**config.mk**
```make
export PLATFORM = sky130hd
export DESIGN_NAME = median3_then_average_filter_core
export DESIGN_NICKNAME = d
export VERILOG_FILES = /design/src/design/m3a_pkg.sv /design/src/design/median3_then_average_filter_core.sv /design/src/design/m3a_datapath.sv /design/src/design/m3a_ctrl.sv
export VERILOG_INCLUDE_DIRS = /design/src /design/src/design
export SDC_FILE = /design/constraint.sdc
export NUM_CORES = 1
export LEC_CHECK = 0
export BUFFER_PORTS_ARGS = -buffer_cell sky130_fd_sc_hd__clkbuf_2
export CAP_MARGIN = 5
export CORE_MARGIN = 1
export CORE_UTILIZATION = 64
export CTS_BUF_LIST = sky130_fd_sc_hd__clkbuf_4 sky130_fd_sc_hd__clkbuf_8
export CTS_CLUSTER_SIZE = 12
export DETAILED_ROUTE_END_ITERATION = 8
export PLACE_DENSITY = 0.86
export SLEW_MARGIN = 20
export SYNTH_ARGS = -nofsm -noshare
export SYNTH_HDL_FRONTEND = slang
export SYNTH_SLANG_ARGS = --single-unit
```
**constraint.sdc**
```tcl
create_clock -name aclk -period 7.4 [get_ports aclk]
set_input_delay 0.37 -clock aclk [delete_from_list [all_inputs] [get_ports aclk]]
set_output_delay 0.37 -clock aclk [all_outputs]
set_load 0.01 [all_outputs]
```
**src/design/median3_then_average_filter_core_assert.svh**
```systemverilog
// assertion macros shared by the median-of-three mean filter
// depends on nothing; included by the top level only
`ifndef MEDIAN3_THEN_AVERAGE_FILTER_CORE_ASSERT_SVH
`define MEDIAN3_THEN_AVERAGE_FILTER_CORE_ASSERT_SVH

// condition in this cycle implies consequence in the same cycle
`define M3A_ASSERT_SAME(label, clk, rstn, cond, conseq, msg) \
    label: assert property (@(posedge clk) disable iff (!rstn) (cond) |-> (conseq)) \
        else $error(msg);

// condition in this cycle implies consequence in the next cycle
`define M3A_ASSERT_NEXT(label, clk, rstn, cond, conseq, msg) \
    label: assert property (@(posedge clk) disable iff (!rstn) (cond) |=> (conseq)) \
        else $error(msg);

`endif

```
**src/design/m3a_pkg.sv**
```systemverilog
// package for the median-of-three mean filter: widths, divider length,
// controller/datapath command and status structs; depends on nothing
package m3a_pkg;

    // sample width actually used (low bits of the input word)
    localparam int SAMPLE_BITS  = 16;
    localparam int IN_BITS      = 16;
    localparam int OUT_BITS     = 16;
    localparam int COUNT_BITS   = 8;
    localparam int SUM_BITS     = 24;

    // restoring divider: one quotient bit per cycle
    localparam int DIV_STEPS    = SUM_BITS;
    localparam int DIV_CNT_BITS = $clog2(DIV_STEPS);

    // commands from controller to datapath
    typedef struct packed {
        logic accept;    // take the input word this cycle
        logic div_step;  // run one divider iteration
        logic out_load;  // load quotient into output register
    } m3a_cmd_t;

    // status from datapath to controller
    typedef struct packed {
        logic emit;      // accepting this word closes the average
    } m3a_stat_t;

endpackage

```
**src/design/median3_then_average_filter_core.sv**
```systemverilog
// median-of-three then mean filter, top level. a word that does not close an
// average is taken while the controller is idle; the word closing an average
// holds off input through a 24-step serial divide and then the output load,
// which registers the result shown on m_tvalid. the load, and so the input,
// waits while an earlier result is still unread. synchronous active-low
// reset clears group position, sums, state and valid; group_count resets to 1.
module median3_then_average_filter_core
    import m3a_pkg::*;
(
    input  logic                  aclk,
    input  logic                  aresetn,
    // configuration
    input  logic                  cfg_wr_en,
    input  logic [COUNT_BITS-1:0] cfg_wr_data,  // group_count
    // input stream
    input  logic                  s_tvalid,
    output logic                  s_tready,
    input  logic [IN_BITS-1:0]    s_tdata,      // [15:0] sample
    // result stream
    output logic                  m_tvalid,
    input  logic                  m_tready,
    output logic [OUT_BITS-1:0]   m_tdata       // [15:0] filtered
);

    m3a_cmd_t  cmd;
    m3a_stat_t stat;

    m3a_datapath u_datapath (
        .aclk        (aclk),
        .aresetn     (aresetn),
        .cfg_wr_en   (cfg_wr_en),
        .cfg_wr_data (cfg_wr_data),
        .sample      (s_tdata),
        .cmd         (cmd),
        .stat        (stat),
        .filtered    (m_tdata)
    );

    m3a_ctrl u_ctrl (
        .aclk     (aclk),
        .aresetn  (aresetn),
        .s_tvalid (s_tvalid),
        .s_tready (s_tready),
        .m_tvalid (m_tvalid),
        .m_tready (m_tready),
        .stat     (stat),
        .cmd      (cmd)
    );

    // checks
`include "median3_then_average_filter_core_assert.svh"

    `M3A_ASSERT_NEXT(a_busy_after_close, aclk, aresetn, s_tvalid && s_tready && stat.emit, !s_tready, "input taken during divide")
    `M3A_ASSERT_SAME(a_load_not_accept, aclk, aresetn, cmd.out_load, !cmd.accept && !cmd.div_step, "output load overlaps other command")
    `M3A_ASSERT_SAME(a_rise_after_busy, aclk, aresetn, $rose(m_tvalid), $past(!s_tready), "result without a divide")

endmodule

```
**src/design/m3a_datapath.sv**
```systemverilog
// datapath: group register, median compare, accumulator, serial divider,
// output data register; depends on m3a_pkg
module m3a_datapath
    import m3a_pkg::*;
(
    input  logic                  aclk,
    input  logic                  aresetn,
    input  logic                  cfg_wr_en,
    input  logic [COUNT_BITS-1:0] cfg_wr_data,
    input  logic [IN_BITS-1:0]    sample,
    input  m3a_cmd_t              cmd,
    output m3a_stat_t             stat,
    output logic [OUT_BITS-1:0]   filtered
);

    // position of a word inside its group of three
    localparam logic [1:0] PH_FIRST  = 2'd0;
    localparam logic [1:0] PH_SECOND = 2'd1;
    localparam logic [1:0] PH_THIRD  = 2'd2;

    logic [COUNT_BITS-1:0]  group_count_reg;
    logic [1:0]             phase_reg, phase_next;
    logic [SAMPLE_BITS-1:0] first_reg, second_reg;
    logic [COUNT_BITS-1:0]  groups_done_reg, groups_done_next;
    logic [SUM_BITS-1:0]    sum_reg, sum_next;
    logic [SUM_BITS-1:0]    quot_reg;
    logic [COUNT_BITS-1:0]  rem_reg;
    logic [COUNT_BITS-1:0]  den_reg;
    logic [OUT_BITS-1:0]    out_data_reg;

    logic [SAMPLE_BITS-1:0] s_cur;
    logic [SAMPLE_BITS-1:0] med_lo, med_hi, median;
    logic [COUNT_BITS-1:0]  gd_inc;
    logic [SUM_BITS-1:0]    sum_inc;
    logic                   third;
    logic [COUNT_BITS:0]    trial;
    logic                   trial_neg;

    // configuration register
    always_ff @(posedge aclk) begin
        if (!aresetn) begin
            group_count_reg <= COUNT_BITS'(1);
        end else if (cfg_wr_en) begin
            group_count_reg <= cfg_wr_data;
        end
    end

    // median of three, comparison order as specified
    always_comb begin
        s_cur  = sample[SAMPLE_BITS-1:0];
        med_lo = first_reg;
        med_hi = second_reg;
        if (first_reg > second_reg) begin
            med_lo = second_reg;
            med_hi = first_reg;
        end
        if (s_cur > med_hi) begin
            median = med_hi;
        end else if (s_cur > med_lo) begin
            median = s_cur;
        end else begin
            median = med_lo;
        end
    end

    // group and accumulator next values
    // a group counter that wraps to zero keeps summing and emits nothing
    always_comb begin
        third      = (phase_reg == PH_THIRD);
        gd_inc     = groups_done_reg + COUNT_BITS'(1);
        sum_inc    = sum_reg + SUM_BITS'(median);
        stat.emit  = third && (gd_inc != '0) && (gd_inc >= group_count_reg);

        phase_next       = phase_reg;
        groups_done_next = groups_done_reg;
        sum_next         = sum_reg;
        if (cmd.accept) begin
            case (phase_reg)
                PH_SECOND: phase_next = PH_THIRD;
                PH_THIRD:  phase_next = PH_FIRST;
                default:   phase_next = PH_SECOND;
            endcase
            if (third) begin
                if (stat.emit) begin
                    groups_done_next = '0;
                    sum_next         = '0;
                end else begin
                    groups_done_next = gd_inc;
                    sum_next         = sum_inc;
                end
            end
        end
    end

    always_ff @(posedge aclk) begin
        if (!aresetn) begin
            phase_reg       <= PH_FIRST;
            groups_done_reg <= '0;
            sum_reg         <= '0;
        end else begin
            phase_reg       <= phase_next;
            groups_done_reg <= groups_done_next;
            sum_reg         <= sum_next;
        end
    end

    // sample holding registers
    always_ff @(posedge aclk) begin
        if (cmd.accept && (phase_reg == PH_SECOND)) begin
            second_reg <= s_cur;
        end else if (cmd.accept && !third) begin
            first_reg <= s_cur;
        end
    end

    // restoring divider trial subtract
    always_comb begin
        trial     = {rem_reg, quot_reg[SUM_BITS-1]} - {1'b0, den_reg};
        trial_neg = trial[COUNT_BITS];
    end

    // divider registers: loaded when the average closes, then shifted
    always_ff @(posedge aclk) begin
        if (cmd.accept && stat.emit) begin
            quot_reg <= sum_inc;
            den_reg  <= gd_inc;
            rem_reg  <= '0;
        end else if (cmd.div_step) begin
            quot_reg <= {quot_reg[SUM_BITS-2:0], ~trial_neg};
            if (trial_neg) begin
                rem_reg <= {rem_reg[COUNT_BITS-2:0], quot_reg[SUM_BITS-1]};
            end else begin
                rem_reg <= trial[COUNT_BITS-1:0];
            end
        end
    end

    // output data register
    always_ff @(posedge aclk) begin
        if (cmd.out_load) begin
            out_data_reg <= quot_reg[OUT_BITS-1:0];
        end
    end

    assign filtered = out_data_reg;

endmodule

```
**src/design/m3a_ctrl.sv**
```systemverilog
// controller: one-hot state machine sequencing accept, divide and output
// load, plus the output word valid flag; depends on m3a_pkg
module m3a_ctrl
    import m3a_pkg::*;
(
    input  logic      aclk,
    input  logic      aresetn,
    input  logic      s_tvalid,
    output logic      s_tready,
    output logic      m_tvalid,
    input  logic      m_tready,
    input  m3a_stat_t stat,
    output m3a_cmd_t  cmd
);

    typedef enum logic [2:0] {
        ST_IDLE = 3'b001,
        ST_DIV  = 3'b010,
        ST_LOAD = 3'b100
    } state_t;

    state_t                  state_reg, state_next;
    logic [DIV_CNT_BITS-1:0] cnt_reg, cnt_next;
    logic                    out_valid_reg, out_valid_next;

    // next state and commands
    always_comb begin
        state_next   = state_reg;
        cnt_next     = cnt_reg;
        cmd          = '0;
        s_tready     = 1'b0;
        case (state_reg)
            ST_IDLE: begin
                s_tready   = 1'b1;
                cmd.accept = s_tvalid;
                if (s_tvalid && stat.emit) begin
                    state_next = ST_DIV;
                    cnt_next   = '0;
                end
            end
            ST_DIV: begin
                cmd.div_step = 1'b1;
                cnt_next     = cnt_reg + DIV_CNT_BITS'(1);
                if (cnt_reg == DIV_CNT_BITS'(DIV_STEPS - 1)) begin
                    state_next = ST_LOAD;
                end
            end
            ST_LOAD: begin
                if (!out_valid_reg || m_tready) begin
                    cmd.out_load = 1'b1;
                    state_next   = ST_IDLE;
                end
            end
            default: begin
                state_next = ST_IDLE;
            end
        endcase
    end

    // output word valid flag
    always_comb begin
        out_valid_next = out_valid_reg;
        if (cmd.out_load) begin
            out_valid_next = 1'b1;
        end else if (m_tready) begin
            out_valid_next = 1'b0;
        end
    end

    always_ff @(posedge aclk) begin
        if (!aresetn) begin
            state_reg     <= ST_IDLE;
            cnt_reg       <= '0;
            out_valid_reg <= 1'b0;
        end else begin
            state_reg     <= state_next;
            cnt_reg       <= cnt_next;
            out_valid_reg <= out_valid_next;
        end
    end

    assign m_tvalid = out_valid_reg;

endmodule

```
**After elaboration in Yosys (flattened, before gate mapping)**

Index checks and enable logic that the tools add are counted.

- Add/subtract/negate cells: 4
- Magnitude comparators: 4
- Equal/unequal tests: 9
- Mux-type cells: 23
- Bitwise operators: 2
- Reduce and logical (&&, ||, !) cells: 17

Operators with widths:

| operator | number |
|---|---|
| $mux W24 | 3 |
| $mux W16 | 4 |
| $gt A16 B16 Y1 | 3 |
| $add A24 B16 Y24 | 1 |
| $mux W8 | 2 |
| $pmux W5 S2 | 1 |
| $mux W3 | 3 |
| $pmux W3 S3 | 1 |
| $sub A9 B8 Y9 | 1 |
| $add A8 B1 Y8 const B | 1 |
| $ge A8 B8 Y1 | 1 |
| $reduce_bool A8 Y1 | 1 |
| $mux W1 | 7 |
| $logic_and A1 B1 Y1 | 6 |
| $ne A2 B1 Y1 const B | 3 |
| $reduce_and A2 Y1 | 3 |
| $reduce_bool A2 Y1 | 3 |
| $add A5 B1 Y5 const B | 1 |
| $eq A5 B5 Y1 const B | 1 |
| $mux W5 | 1 |
| $pmux W2 S2 | 1 |
| $eq A3 B1 Y1 const B | 1 |
| $eq A3 B2 Y1 const B | 1 |
| $eq A3 B3 Y1 const B | 1 |
| 6 further kinds | 8 |

- Flip-flop bits (word level): 139
- Logic and storage cells: 72

**Depth between registers and ports, before layout**

- Word-level depth: 7
- Mapped depth: 30

**Modules after synthesis**

Synthesis repeated with hierarchy kept, for this count alone.

- Cells, all modules: 895
- Area total of the unflattened synthesis: 8,687.1 µm²

Modules (own cells, without submodules):

| module | times used | cells an instance | area each (µm²) | sequential area each (µm²) |
|---|---|---|---|---|
| m3a_datapath | 1 | 836 | 8,180.3 | 3,403.3 |
| m3a_ctrl | 1 | 59 | 506.7 | 180.2 |

**Worst setup path before layout**

Ideal clock, no wire load.

- Path type: reg-to-reg
- Start point: register u_datapath.second_reg[1]
- End point: register u_datapath.sum_reg[20]
- Library setup time: 0.074 ns
- Arrival: 6.109 ns
- Data required time: 7.326 ns
- Path slack: 1.217 ns
- Cell stages (with the launch flop): 28
- Path buffers: 3
- Clock period less this slack: 6.183 ns
- Path through: edfxtp_1 > inv_1 > ha_1 > nor2b_1 > o211ai_1 > a21oi_1 > o31ai_1 > and2_1 > buf_2 > clkbuf_1 > a21oi_1 > ha_1 > nand4_1 > or4_1 > and2_1 > a32o_1 > buf_1 > a221oi_1 > ha_1 > inv_1 > fa_1 > nand3b_1 > a211o_1 > nand3b_1 > o21ai_1 > a21o_1 > or4_1 > a31oi_1

- Word-level cells in the longest chain between the ends: 7
- Elaborated cells between the ends (all ways): 9
- Those cells by class: 1 x add/sub; 3 x order compare; 5 x mux

RTL lines:

| what | RTL line | text |
|---|---|---|
| start, declared | m3a_datapath.sv:23 | `logic [SAMPLE_BITS-1:0] first_reg, second_reg;` |
| start signal, assigned | m3a_datapath.sv:110 | `second_reg <= s_cur;` |
| $gt A16 B16 Y1 | m3a_datapath.sv:53 | `if (first_reg > second_reg) begin` |
| $mux W16 | m3a_datapath.sv:53 |  |
| $gt A16 B16 Y1 | m3a_datapath.sv:59 | `end else if (s_cur > med_lo) begin` |
| $mux W16 | m3a_datapath.sv:59 |  |
| $mux W16 * | m3a_datapath.sv:57 | `if (s_cur > med_hi) begin` |
| $add A24 B16 Y24 * | m3a_datapath.sv:71 | `sum_inc = sum_reg + SUM_BITS'(median);` |
| $mux W24 * | m3a_datapath.sv:84 | `if (stat.emit) begin` |
| end signal, assigned | m3a_datapath.sv:103 | `sum_reg <= sum_next;` |
| end, declared | m3a_datapath.sv:25 | `logic [SUM_BITS-1:0] sum_reg, sum_next;` |

Every way passes the cells marked *; elsewhere a longest branch is shown, timed or not.
A chain may end at the register's enable or synchronous reset.

**Worst setup path after layout**

- Start point: register u_datapath.first_reg[14]
- End point: register u_datapath.sum_reg[20]

- Word-level cells in the longest chain between the ends: 7
- Elaborated cells between the ends (all ways): 9
- Those cells by class: 1 x add/sub; 3 x order compare; 5 x mux

RTL lines:

| what | RTL line | text |
|---|---|---|
| start, declared | m3a_datapath.sv:23 |  |
| start signal, assigned | m3a_datapath.sv:112 | `first_reg <= s_cur;` |
| $gt A16 B16 Y1 | m3a_datapath.sv:53 |  |
| $mux W16 | m3a_datapath.sv:53 |  |
| $gt A16 B16 Y1 | m3a_datapath.sv:59 |  |
| $mux W16 | m3a_datapath.sv:59 |  |
| $mux W16 * | m3a_datapath.sv:57 |  |
| $add A24 B16 Y24 * | m3a_datapath.sv:71 |  |
| $mux W24 * | m3a_datapath.sv:84 |  |

Marks and branches as above.

==> impl_results.md <==
- Run status: finished, final reports clean
- WS Path Type: reg -> reg
- Drt total wl: 19000 um
- Setup TNS: 0 ns
- PnR worst setup slack: 0.421 ns
- WL/cell: 16.8 um
- Chip Width: 117 um
- CTS Sinks: 139
- Fin Hold WS: 0.143 ns
- Min Tclk post-route: 6.98 ns
- IO Port Bufs: 46
- Nets: 1061
- Syn Area/Cell: 9.39 um2
- R2r worst-path depth: 26
- Via density: 6.19
- Synth Area in Compound Gates: 0.168
- Largest net degree at the start of global routing: 44
- CTS Buffer Depth: 2
- Root Driver: clkbuf_8
- Syn Inst Count: 908
- Required time of the critical path: 7.79 ns
- Initial antenna violation count: 0
- Syn_nets: 1025
- Post-synth EDFFs: 80
- Core area: 12800 um2
- Post-synthesis cell area: 8520 um2
- Area added between synthesis and finish: 9.62%
- Hold Path Cell Cnt: 3
- # DRC: 0
- FF-to-FF End: u_datapath.sum_reg[20]$_SDFFE_PN0P_
- Slew Limit Headroom: 0.312
- Hold endpoint: u_datapath.group_count_reg[7]$_SDFFE_PN0P_
- HP Start: cfg_wr_data[7]
- Netlist cell types: 65
- Clk_skew: 0.0133 ns
- Hold Vio Cnt, Final: 0
- Final Cell Area: 9340 um2
- Die height: 117 um
- CTS clock-pin slew for the worst setup and hold paths: 0.08 ns
- R2r setup slk: 0.42 ns
- Post-CTS Setup Inserts: 0
- Post-synthesis mux area share: 0.0345
- Fin util: 0.728
- First-pass GRT wire length: 31400 um
- Cell with the largest stage delay on the worst path: or4_1
- CP Capture Type: flop
- Most frequent cells in the layout: nor2_1, a21oi_1, ha_1
- Crit path DAT: 7.37 ns
- Ranking of synthesized cells by area: edfxtp_1, dfxtp_1, ha_1
- Synth Flop Type: edfxtp_1
- Area share of and/or/nand/nor cells after synthesis: 0.163
- GR Overflow Total: 0
- Synth area leader: edfxtp_1
- Post-cts sizing count: 0
- Cell Area, Placed: 8890 um2
- TritonCTS buffer count: 17
- Ant. Diodes: 0
- GRT Resource Usage Total: 0.287
- Main combinational cell family by area after synthesis: compound AO/OA/AOI/OAI gates
- Iteration-0 DRC Markers: 735
- Worst-Margin Slew: 1.03 ns
- Drt first pass iters: 5
- Nature of the critical path startpoint: flop
- Commonest non-fill, non-tap cell in the layout: nor2_1
- Initial Util: 0.664
- Setup violators final: 0
- Pleak: 3.81 nW
- Async S/R FF share, synth: 0
- MaxCap Viol Count: 0
- Worst Path Max Fanout: 31
- Register area share after synthesis: 0.420
- Placer Congestion: 0.896
- Hold-fix buffers, CTS: 0
- CTS H-tree depth: 4
- Post-synth top area share: 0.282
- Worst hold path class: in -> reg
- Slew Limit Fails: 0
- Fmax: 143 MHz
- Reg-to-Reg Start: u_datapath.first_reg[14]$_DFFE_PP_
- Vias in the first global route: 6554
- Worst VDD drop: 0.106 mV
- Routed Antenna Nets: 0
- Tcrit/Tclk final: 0.943
- RSZ-0062 raised after global routing: no
- TritonCTS clock tree: done
- DP HPWL: 13400 um
- Via count: 6989
- P per Cell Area: 230 nW/um2
- Clk Latency, worst-skew pair: 0.47 ns
- #FFs+latches synth: 139
- Xor/xnor share of the synthesized area: 0.0358
- Ratio of cells with drive above 1 in the final layout: 0.120
- Crit path largest cell delay: 0.49 ns
- YS warnings: 0
- Area share of fa/ha/maj cells after synthesis: 0.131
- Pre-CTS WS: 0.246 ns
- Boundary Pins: 47
- Die footprint: 13800 um2
- Cell Rows: 41
==> stage by stage <==
stage | std cells | power (W)
5_1_grt | 1129 | 0.00225
6_report | 1129 | 0.00215
4_1_cts | 1129 | 0.00214
2_1_floorplan | 908 | 0.00133
3_3_place_gp | 1097 | 0.00145
3_5_place_dp | 1097 | 0.00147
==> layout make-up <==
cell class                      instances  area, um2
Multi-Input combinational cell        668       4560
Sequential cell                       139       3580
Fill cell                             951       3480
Timing Repair Buffer                   55        310
Clock buffer                           18        241
Inverter                               63        236
Tap cell                              172        215
Clock inverter                         14        195
==> how the worst max path moves through the flow <==
stage	from	endpoint	slack, ns	depth (start not counted)
global route	u_datapath.second_reg[1]$_DFFE_PP_	u_datapath.sum_reg[20]$_SDFFE_PN0P_	0.04	28
finish	u_datapath.first_reg[14]$_DFFE_PP_	u_datapath.sum_reg[20]$_SDFFE_PN0P_	0.42	26
global placement	u_datapath.second_reg[1]$_DFFE_PP_	u_datapath.sum_reg[23]$_SDFFE_PN0P_	0.46	25
floorplan	u_datapath.second_reg[1]$_DFFE_PP_	u_datapath.sum_reg[20]$_SDFFE_PN0P_	1.22	27
detailed placement	u_datapath.second_reg[1]$_DFFE_PP_	u_datapath.sum_reg[23]$_SDFFE_PN0P_	0.25	25
CTS	u_datapath.second_reg[1]$_DFFE_PP_	u_datapath.sum_reg[23]$_SDFFE_PN0P_	0.10	25
==> metal layers <==
metal | part of all wire | GRT usage
met1 | 0.45 | 0.387
met3 | 0.071 | 0.0598
met2 | 0.45 | 0.444
met5 | 0 | 0
met4 | 0.026 | 0.131
==> cells by family (layout without fill, tap and decap cells) <==
logic type | Yosys count | in the layout
compound gates | 233 | 233
xor+xnor | 34 | 34
fa+ha+maj | 88 | 88
buf+inv | 101 | 150
flops | 139 | 139
mux | 28 | 28
simple gates | 285 | 285
==> power breakdown <==
part           leakage, nW  internal (W)  switching [W]
Sequential            1.22      0.000851      0.0000265
Clock                0.197      0.000370       0.000309
Combinational         2.39      0.000244       0.000348
Total                 3.81       0.00147       0.000684
==> synthesized netlist by cell type (3+ instances only) <==
cell	number
nand2_1	68
mux2_2	11
nand3_1	44
inv_1	62
mux2i_1	17
a221oi_1	17
and3_1	6
a211oi_1	3
edfxtp_1	80
nand4_1	17
a21o_1	10
or4_1	6
dfxtp_1	59
nor2_1	91
ha_1	86
nor3_1	8
xor2_1	15
o21ai_1	6
a22oi_1	8
clkbuf_1	22
and2_1	5
buf_2	11
o21ai_0	46
xnor2_1	18
o211ai_1	6
nor3b_1	3
o21a_1	6
a21oi_1	90
nand3b_1	10
o41ai_1	3
nand2b_1	3
o31ai_1	4
nor2b_1	11
a31oi_1	12
==> critical path: cells and delay by family (launching register included) <==
family | cells | cell delay (ns)
AOI/OAI and AO/OA | 12 | 2.83
buffers and inverters | 2 | 0.26
adders and majority gates | 4 | 1.22
and+or+nand+nor | 8 | 2.10
DFF | 1 | 0.46
Note: power is estimated with default switching activity, not from simulation.
